**src/rtl/multi_pattern_matcher_top_defines.svh**
```systemverilog
`ifndef MULTI_PATTERN_MATCHER_TOP_DEFINES_SVH
`define MULTI_PATTERN_MATCHER_TOP_DEFINES_SVH

// Condition that must hold at every clock edge outside reset.
`define MPM_ASSERT_ALWAYS(label, clk, rst_n, cond) \
    label: assert property (@(posedge clk) disable iff (!rst_n) (cond)) \
        else $error("invariant violated");

// Condition that, once true, must be followed by the consequent in the next cycle.
`define MPM_ASSERT_NEXT(label, clk, rst_n, ante, cons) \
    label: assert property (@(posedge clk) disable iff (!rst_n) (ante) |=> (cons)) \
        else $error("sequence violated");

`endif

```
**src/rtl/mpm_pkg.sv**
```systemverilog
`default_nettype none

package mpm_pkg;

    localparam int OP_W     = 2;
    localparam int SYM_W    = 5;
    localparam int ID_W     = 10;
    localparam int STATUS_W = 3;

    typedef enum logic [OP_W-1:0] {
        OP_PAT_SYM = 2'd0,
        OP_PAT_END = 2'd1,
        OP_TEXT    = 2'd2,
        OP_QUERY   = 2'd3
    } op_t;

    typedef enum logic [STATUS_W-1:0] {
        ST_OK                = 3'd0,
        ST_TRIE_FULL         = 3'd1,
        ST_BAD_SYMBOL        = 3'd2,
        ST_PATTERN_AFTER_TXT = 3'd3,
        ST_BAD_ID            = 3'd4
    } status_t;

    typedef enum logic [5:0] {
        S_CLEAR, S_IDLE, S_DECODE, S_PAT, S_END, S_QUERY,
        S_GO, S_GOX, S_GOX2, S_GORET,
        S_FCHK, S_FCHK2, S_FTOP, S_FTOP2, S_FY, S_FY2, S_FP, S_FP2,
        S_FX, S_FX2, S_PUSH, S_POP, S_FRET, S_FRET2,
        S_WALK, S_WCHK, S_WK, S_WK2, S_MARK, S_MARK2,
        S_DSTART, S_DS2, S_DRET, S_DLOOP, S_DL2, S_FIN
    } step_t;

    typedef enum logic {
        RET_GO,
        RET_DICT
    } ret_t;

    typedef struct packed {
        step_t step;
        logic  in_take;
    } mpm_cmd_t;

    typedef struct packed {
        logic clr_done;
        op_t  op;
        logic err;
        logic trans_hit;
        logic child_hit;
        logic gx_zero;
        logic x_zero;
        logic fail_hit;
        logic y_term;
        logic sp_zero;
        logic stack_full;
        logic u_zero;
        logic w_zero;
        logic nfp_hit;
        logic found_hit;
        logic chain_hit;
        logic dict_hit;
        logic out_free;
    } mpm_stat_t;

endpackage

`default_nettype wire

```
**src/rtl/mpm_ctrl.sv**
```systemverilog
`default_nettype none

module mpm_ctrl
    import mpm_pkg::*;
(
    input  wire       clk,
    input  wire       rst_n,
    input  mpm_stat_t stat,
    input  wire       in_valid,
    output logic      in_ready,
    output mpm_cmd_t  cmd
);

    step_t state_reg, state_next;
    ret_t  ret_reg, ret_next;
    step_t ret_step;

    always_ff @(posedge clk or negedge rst_n)
    begin
        if (!rst_n)
        begin
            state_reg <= S_CLEAR;
            ret_reg   <= RET_GO;
        end
        else
        begin
            state_reg <= state_next;
            ret_reg   <= ret_next;
        end
    end

    assign ret_step = (ret_reg == RET_GO) ? S_GORET : S_DRET;

    always_comb
    begin
        state_next  = state_reg;
        ret_next    = ret_reg;
        in_ready    = 1'b0;
        cmd.step    = state_reg;
        cmd.in_take = 1'b0;
        unique case (state_reg)
            S_CLEAR:  if (stat.clr_done) state_next = S_IDLE;
            S_IDLE:
            begin
                in_ready = 1'b1;
                if (in_valid)
                begin
                    cmd.in_take = 1'b1;
                    state_next  = S_DECODE;
                end
            end
            S_DECODE:
            begin
                if (stat.err)
                    state_next = S_FIN;
                else
                begin
                    unique case (stat.op)
                        OP_PAT_SYM: state_next = S_PAT;
                        OP_PAT_END: state_next = S_END;
                        OP_TEXT:    state_next = S_GO;
                        OP_QUERY:   state_next = S_QUERY;
                    endcase
                end
            end
            S_PAT, S_END, S_QUERY: state_next = S_FIN;
            S_GO:     state_next = stat.trans_hit ? S_WALK : S_GOX;
            S_GOX:    state_next = S_GOX2;
            S_GOX2:
            begin
                if (stat.child_hit || stat.gx_zero)
                    state_next = S_WALK;
                else
                begin
                    ret_next   = RET_GO;
                    state_next = S_FCHK;
                end
            end
            S_GORET:  state_next = S_GOX;
            S_FCHK:   state_next = S_FCHK2;
            S_FCHK2:  state_next = stat.fail_hit ? ret_step : S_FY;
            S_FTOP:   state_next = stat.sp_zero ? S_FRET : S_FTOP2;
            S_FTOP2:  state_next = S_FY;
            S_FY:     state_next = S_FY2;
            S_FY2:    state_next = (stat.fail_hit || stat.y_term) ? S_POP : S_FP;
            S_FP:     state_next = S_FP2;
            S_FP2:    state_next = stat.fail_hit ? S_FX : S_PUSH;
            S_FX:     state_next = S_FX2;
            S_FX2:
            begin
                priority if (stat.child_hit || stat.x_zero)
                    state_next = S_POP;
                else if (!stat.fail_hit)
                    state_next = S_PUSH;
                else
                    state_next = S_FX;
            end
            S_PUSH:   state_next = stat.stack_full ? S_POP : S_FY;
            S_POP:    state_next = S_FTOP;
            S_FRET:   state_next = S_FRET2;
            S_FRET2:  state_next = ret_step;
            S_WALK:   state_next = S_WCHK;
            S_WCHK:   state_next = stat.u_zero ? S_FIN : S_WK;
            S_WK:     state_next = stat.nfp_hit ? S_WK2 : S_DSTART;
            S_WK2:    state_next = stat.found_hit ? S_FIN : S_MARK;
            S_MARK:   state_next = S_MARK2;
            S_MARK2:  state_next = stat.chain_hit ? S_MARK : S_DSTART;
            S_DSTART: state_next = S_DS2;
            S_DS2:
            begin
                if (stat.dict_hit)
                    state_next = S_WCHK;
                else
                begin
                    ret_next   = RET_DICT;
                    state_next = S_FCHK;
                end
            end
            S_DRET:   state_next = S_DLOOP;
            S_DLOOP:  state_next = stat.w_zero ? S_WCHK : S_DL2;
            S_DL2:
            begin
                if (stat.nfp_hit || stat.dict_hit)
                    state_next = S_WCHK;
                else
                begin
                    ret_next   = RET_DICT;
                    state_next = S_FCHK;
                end
            end
            S_FIN:    if (stat.out_free) state_next = S_IDLE;
            default:  state_next = S_IDLE;
        endcase
    end

endmodule

`default_nettype wire

```
**config.mk**
```make
export PLATFORM = sky130hd
export DESIGN_NAME = mpm_ctrl
export DESIGN_NICKNAME = d
export VERILOG_FILES = /design/src/rtl/multi_pattern_matcher_top_defines.svh /design/src/rtl/mpm_pkg.sv /design/src/rtl/mpm_ctrl.sv
export SDC_FILE = /design/constraint.sdc
export NUM_CORES = 1
export LEC_CHECK = 0
export BUFFER_PORTS_ARGS = -buffer_cell sky130_fd_sc_hd__buf_2
export CORE_UTILIZATION = 53
export DETAILED_ROUTE_END_ITERATION = 10
export GPL_TIMING_DRIVEN = 0
export HOLD_SLACK_MARGIN = 0.1
export PLACE_DENSITY_LB_ADDON = 0.25
export RECOVER_POWER = 50
export SLEW_MARGIN = 30
export SYNTH_ARGS = -nofsm -noshare
export SYNTH_HDL_FRONTEND = slang
export SYNTH_SLANG_ARGS = --single-unit
```
**constraint.sdc**
```tcl
create_clock -name clk -period 1.9 [get_ports clk]
set_input_delay 0.19 -clock clk [delete_from_list [all_inputs] [get_ports clk]]
set_output_delay 0.19 -clock clk [all_outputs]
set_load 0.005 [all_outputs]
```
---- Yosys cells after proc, flatten, opt, wreduce, memory -nomap -nowiden ----
Cells that the tools add are included.
cells by class
  muxes and demuxes ....................... 29
  reduce and logical (&&, ||, !) cells .... 10
  eq/ne operators ......................... 44
operators by type and width
  operator                                              number
  one-hot mux 6 bit (34 select lines)                   1
  equality test 6 x 5 -> 1 bit (second input constant)  16
  2-to-1 mux 6 bit                                      9
  equality test 6 x 4 -> 1 bit (second input constant)  8
  2-to-1 mux 5 bit                                      6
  equality test 6 x 3 -> 1 bit (second input constant)  4
  equality test 6 bit (second input constant)           4
  one-hot mux 6 bit (4 select lines)                    1
  equality test 6 x 2 -> 1 bit (second input constant)  2
  2-to-1 mux 3 bit                                      4
  != test 2 bit (second input constant)                 6
  equality test 6 x 1 -> 1 bit (second input constant)  1
  logical NOT 6 bit                                     1
  2-to-1 mux 1 bit                                      6
  equality test 2 bit (second input constant)           2
  logical OR 1 bit                                      4
  AND reduction 4 bit                                   1
  one-hot mux 1 bit (3 select lines)                    1
  AND reduction 3 bit                                   1
  nonzero test 3 bit                                    1
  OR reduction 3 bit                                    1
  equality test 2 x 1 -> 1 bit (second input constant)  1
  logical NOT 2 bit                                     1
  2-to-1 mux 2 bit                                      1
storage, ports and cells
  register bits ........................... 7
  logic and storage cells ................. 85

---- Depth between registers and ports, before layout ----
  depth in word-level cells ............... 4
  gate-level depth with buffers ........... 7
  depth with buffers taken out ............ 6

---- Worst setup path before layout ----
Ideal clock, no wire load.
  path kind ............................... reg2reg
  start ................................... reg state_reg[4]
  end ..................................... reg state_reg[1]
  clock period less this slack ............ 1.636 ns
  arrival ................................. 1.554 ns
  library setup time ...................... 0.082 ns
  setup slack ............................. 0.264 ns
  stages on the path, launching flop included .. 6
  buffers on the path ..................... 0
  required time ........................... 1.818 ns
  cells stage by stage .................... dfrtp_1 or4_1 a211o_1 a31oi_1 nor4_1 a31oi_1
between the ends
  longest elaborated chain between the ends .. 3
  elaborated cells on any way between the ends .. 42
  those cells by class .................... 38 x eq/ne; 1 x mux; 3 x reduce/logical
RTL lines
  element                                                                     RTL line        source
  start, declared                                                             mpm_ctrl.sv:14  step_t state_reg, state_next;
  start signal, assigned                                                      mpm_ctrl.sv:27  state_reg <= state_next;
  equality test 6 x 2 -> 1 bit (tied with other cells)                        mpm_ctrl.sv:41  unique case (state_reg)
  OR reduction 3 bit or != test 2 bit (tied branches)                         n/a
  one-hot mux 6 bit (34 select lines) or AND reduction 3 bit (tied branches)  n/a
Several ways; a longest one is shown, not always the timed one.
A chain may end at the register's enable or synchronous reset.

---- Worst setup path in the final report ----
  start ................................... reg state_reg[2]
  end ..................................... reg state_reg[3]
The elaborated chain is that of the path after synthesis.

==> qor.txt <==
Outcome: finished clean
Post-synthesis cell count: 171
Area enclosed by the die boundary: 2468 um2
Area used by multi-input combinational logic: 1050 um2
Detail Route Antenna Nets: 0
Shortest clock period the worst path allows after layout: 1894 ps
Remaining global-route overflow: 0
Power density normalized to cell area: 1270 nW/um2
Number of vias after detailed routing: 1688
CP Capture Type: register
Number of standard-cell rows in the floorplan: 16
Worst min-delay path class: primary input to register
Setup TNS Final: 0 ps
Power, Total: 0.002030 W
Cell chosen for the clock root: sky130_fd_sc_hd__clkbuf_4
Synth Cell Area: 1205 um2
Mean Syn Cell Area: 7.046 um2
Hold slack: 212.5 ps
Overall track demand over capacity in global routing: 0.3832
Ordered list of cells on the worst path: nand2b_1 > clkbuf_1 > o32ai_1 > a311oi_1 > nand4_1
CP Data Arrival Time: 2010 ps
H-tree depth reported by CTS: 1
Number of detailed-routing iterations run before antenna repair: 6
Routed wire length: 4773 um
Portion of synthesized cell area occupied by the leading cell type: 0.1454
RSZ-0062 raised after global routing: yes
Slowest cell on the critical path: sky130_fd_sc_hd__a311oi_1
Share of cell area taken by muxes after synthesis: 0.008307
Highest achievable clock rate: 527.9 MHz
Count of endpoints failing hold in the final timing report: 0
CTS tree: yes
HPWL after DPL: 3275 um
Compound-gate portion of the synthesized area: 0.2939
Max IR drop VDD: 0.0008627 V
Clock buffers created by TritonCTS: 3
Number of antenna violations at the first check in global routing: 0
Signed area change from the synthesized netlist to the final layout: 32.71%
Biggest area contributors in the synthesized netlist: sky130_fd_sc_hd__dfrtp_1, sky130_fd_sc_hd__nor3_1, sky130_fd_sc_hd__nand2b_1, sky130_fd_sc_hd__nor4_1, sky130_fd_sc_hd__buf_2
Fraction of the mapped netlist area in adder cells: 0.02077
1st-iter DRT viols: 125
Post-synth ARST share: 1.000
Slew Viols, Final: 0
Placed standard-cell area: 1384 um2
Top-level port count: 30
Width of the die: 49.68 um
Worst clock skew: 2.080 ps
Routed WL per cell: 20.14 um
Worst setup SP type: register
Slowest Stage Delay on Critical Path: 470 ps
Internal power: 0.0009302 W
Initial Util: 0.5901
Count of distinct cell types in the synthesized netlist: 53
Leakage Power: 0.6189 nW
Final-layout fill cell count: 164
Remaining routing DRC violations: 0
Ratio of final minimum period to clock period: 0.9969
Sequential cell area fraction in the yosys report: 0.1454
Delay-heaviest family, CP: compound AO/OA/AOI/OAI gates
Flip-flop count of the largest register after layout: 6
Clock latency reported for the late side of the worst-skew pair: 260 ps
Worst slew pin tran: 502.3 ps
Critical Path Fanout Max: 10
Area of the core: 2042 um2
Switching power share of the total: 0.5418
Number of violations of the max-capacitance limit: 0
Category of the critical setup timing path: register to register
Most used DFF post-synth: sky130_fd_sc_hd__dfrtp_1
Worst slew margin relative to its limit: 0.6620
Via-to-Cell Ratio: 7.122
CTS sink count: 7
Number of flops mapped to enable cells by yosys: 0
Power dissipated by switching net loads: 0.001100 W
Number of antenna cells inserted: 0
Via count of the first global-routing pass: 1497
Total of buffers placed on input and output ports: 29
Worst-path clk slew: 60 ps
Fraction of power consumed by the clock network: 0.072
Simple logic cell fraction of the synthesized area: 0.4528
Number of synthesized register bits: 7
Dominant combinational cell family by area after synthesis: simple AND/OR/NAND/NOR gates
Warning count from the yosys run: 0
Number of buffer and inverter stages on the critical path: 1
Share of final-layout standard cells stronger than drive strength 1: 0.3667
Xor and xnor fraction of the mapped netlist area: 0
Total Nets Final: 235
Final setup vio count: 0
Share of power burned in registers: 0.147
Most area-hungry cell type in the Yosys netlist: sky130_fd_sc_hd__dfrtp_1
Share of total power in combinational logic: 0.781
Critical path data required time: 2010 ps
Mapped Nets: 195
Sequential cell area: 178.9 um2
Core utilization of the finished layout: 0.7831
Routability congestion estimate from global placement: 1.029
Wire length of the first global-routing pass: 7086 um
Largest net degree at the start of global routing: 11
Die H: 49.68 um
Buffers from clock root to sink, at most: 2
Finished layout cell area: 1599 um2
## Yosys cell counts, drive strengths merged, types with 6 or more instances
| library cell | n |
|---|---|
| nor2 | 6 |
| a21oi | 9 |
| a31oi | 6 |
| o21ai | 7 |
| buf | 12 |
| nand2 | 11 |
| nor3 | 14 |
| inv | 6 |
| nand2b | 9 |
| dfrtp | 7 |
| nor4 | 9 |
## layer usage
metal,track usage,part of all wire
met1,0.4792,0.37
met2,0.6036,0.45
met3,0.1080,0.14
met4,0.1762,0.044
met5,0,0
## final cells by class
cell class,count,area share
buffer,16,0.06025
clock buffer,4,0.01643
inverter,6,0.01408
multi-input combinational,142,0.6565
sequential,7,0.1119
tap,27,0.02113
timing repair buffer,35,0.1197
## cell families after synthesis
logic type	count (synthesis)
simple gates	89
compound gates	50
flops	7
buf+inv	22
fa+ha+maj	2
mux	1
## worst reg2reg max path, stage by stage (launching register included)
cell and delay (ps):
sky130_fd_sc_hd__dfrtp_2 420, sky130_fd_sc_hd__nand2b_1 120, sky130_fd_sc_hd__clkbuf_1 390, sky130_fd_sc_hd__o32ai_1 210
sky130_fd_sc_hd__a311oi_1 470, sky130_fd_sc_hd__nand4_1 140
## layout by cell type (no fill, tap or decap), types with 3 or more instances in the layout
cell	instances
sky130_fd_sc_hd__buf_2	31
sky130_fd_sc_hd__nand2_1	10
sky130_fd_sc_hd__buf_4	10
sky130_fd_sc_hd__nor3_1	9
sky130_fd_sc_hd__nand2b_1	9
sky130_fd_sc_hd__a21oi_1	9
sky130_fd_sc_hd__clkbuf_4	6
sky130_fd_sc_hd__o21ai_0	6
sky130_fd_sc_hd__nor2_1	6
sky130_fd_sc_hd__nor4_1	6
sky130_fd_sc_hd__nor3_2	5
sky130_fd_sc_hd__nor2b_1	5
sky130_fd_sc_hd__a31oi_1	5
sky130_fd_sc_hd__inv_1	4
sky130_fd_sc_hd__clkbuf_1	4
sky130_fd_sc_hd__nand4_1	4
sky130_fd_sc_hd__dfrtp_1	4
sky130_fd_sc_hd__or2_1	3
sky130_fd_sc_hd__nand3b_1	3
sky130_fd_sc_hd__a311oi_1	3
sky130_fd_sc_hd__nand3_1	3
sky130_fd_sc_hd__a211oi_1	3
sky130_fd_sc_hd__dfrtp_2	3
## final timing paths
check | startpoint | end | slack (ps) | cells after the start
worst max-delay path | state_reg[2]$_DFFE_PN0P_ | state_reg[3]$_DFFE_PN0P_ | 6 | 5
worst min-delay path | stat[15] | state_reg[5]$_DFFE_PN0P_ | 210 | 3
worst max register to register | state_reg[2]$_DFFE_PN0P_ | state_reg[3]$_DFFE_PN0P_ | 6 | 5
worst min register to register | ret_reg$_DFFE_PN0P_ | ret_reg$_DFFE_PN0P_ | 630 | 2
max in group asynchronous | rst_n | state_reg[2]$_DFFE_PN0P_ | 1230 | 2
min in group asynchronous | rst_n | state_reg[5]$_DFFE_PN0P_ | 370 | 2
## power groups by stage
stage	sequential, W	clock (W)	combinational (W)
finish	0.000299	0.000146	0.00159
global route	0.000302	0.000152	0.00169
global placement	0.000286	0	0.00127
floorplan	0.000268	0	0.000911
CTS	0.000296	0.000143	0.00130
detailed placement	0.000291	0	0.00128
## metrics by stage
stage / worst slack (ps) / cells
2_1_floorplan: 264.3 / 171
3_3_place_gp: -72.79 / 227
3_5_place_dp: -128.4 / 227
4_1_cts: 11.58 / 232
5_1_grt: -59.64 / 237
6_report: 5.827 / 237
## timing repair
action / 4_1_cts / 5_1_grt
endpoints found under the hold margin: 7 / 0
setup endpoints to repair: 5 / 9
hold buffers: 1 / 0
gates resized for setup: 6 / 36
pin swaps: 1 / 8
gates cloned: 0 / 0
buffers inserted: 0 / 5
Power figures use the tool's default switching activity.
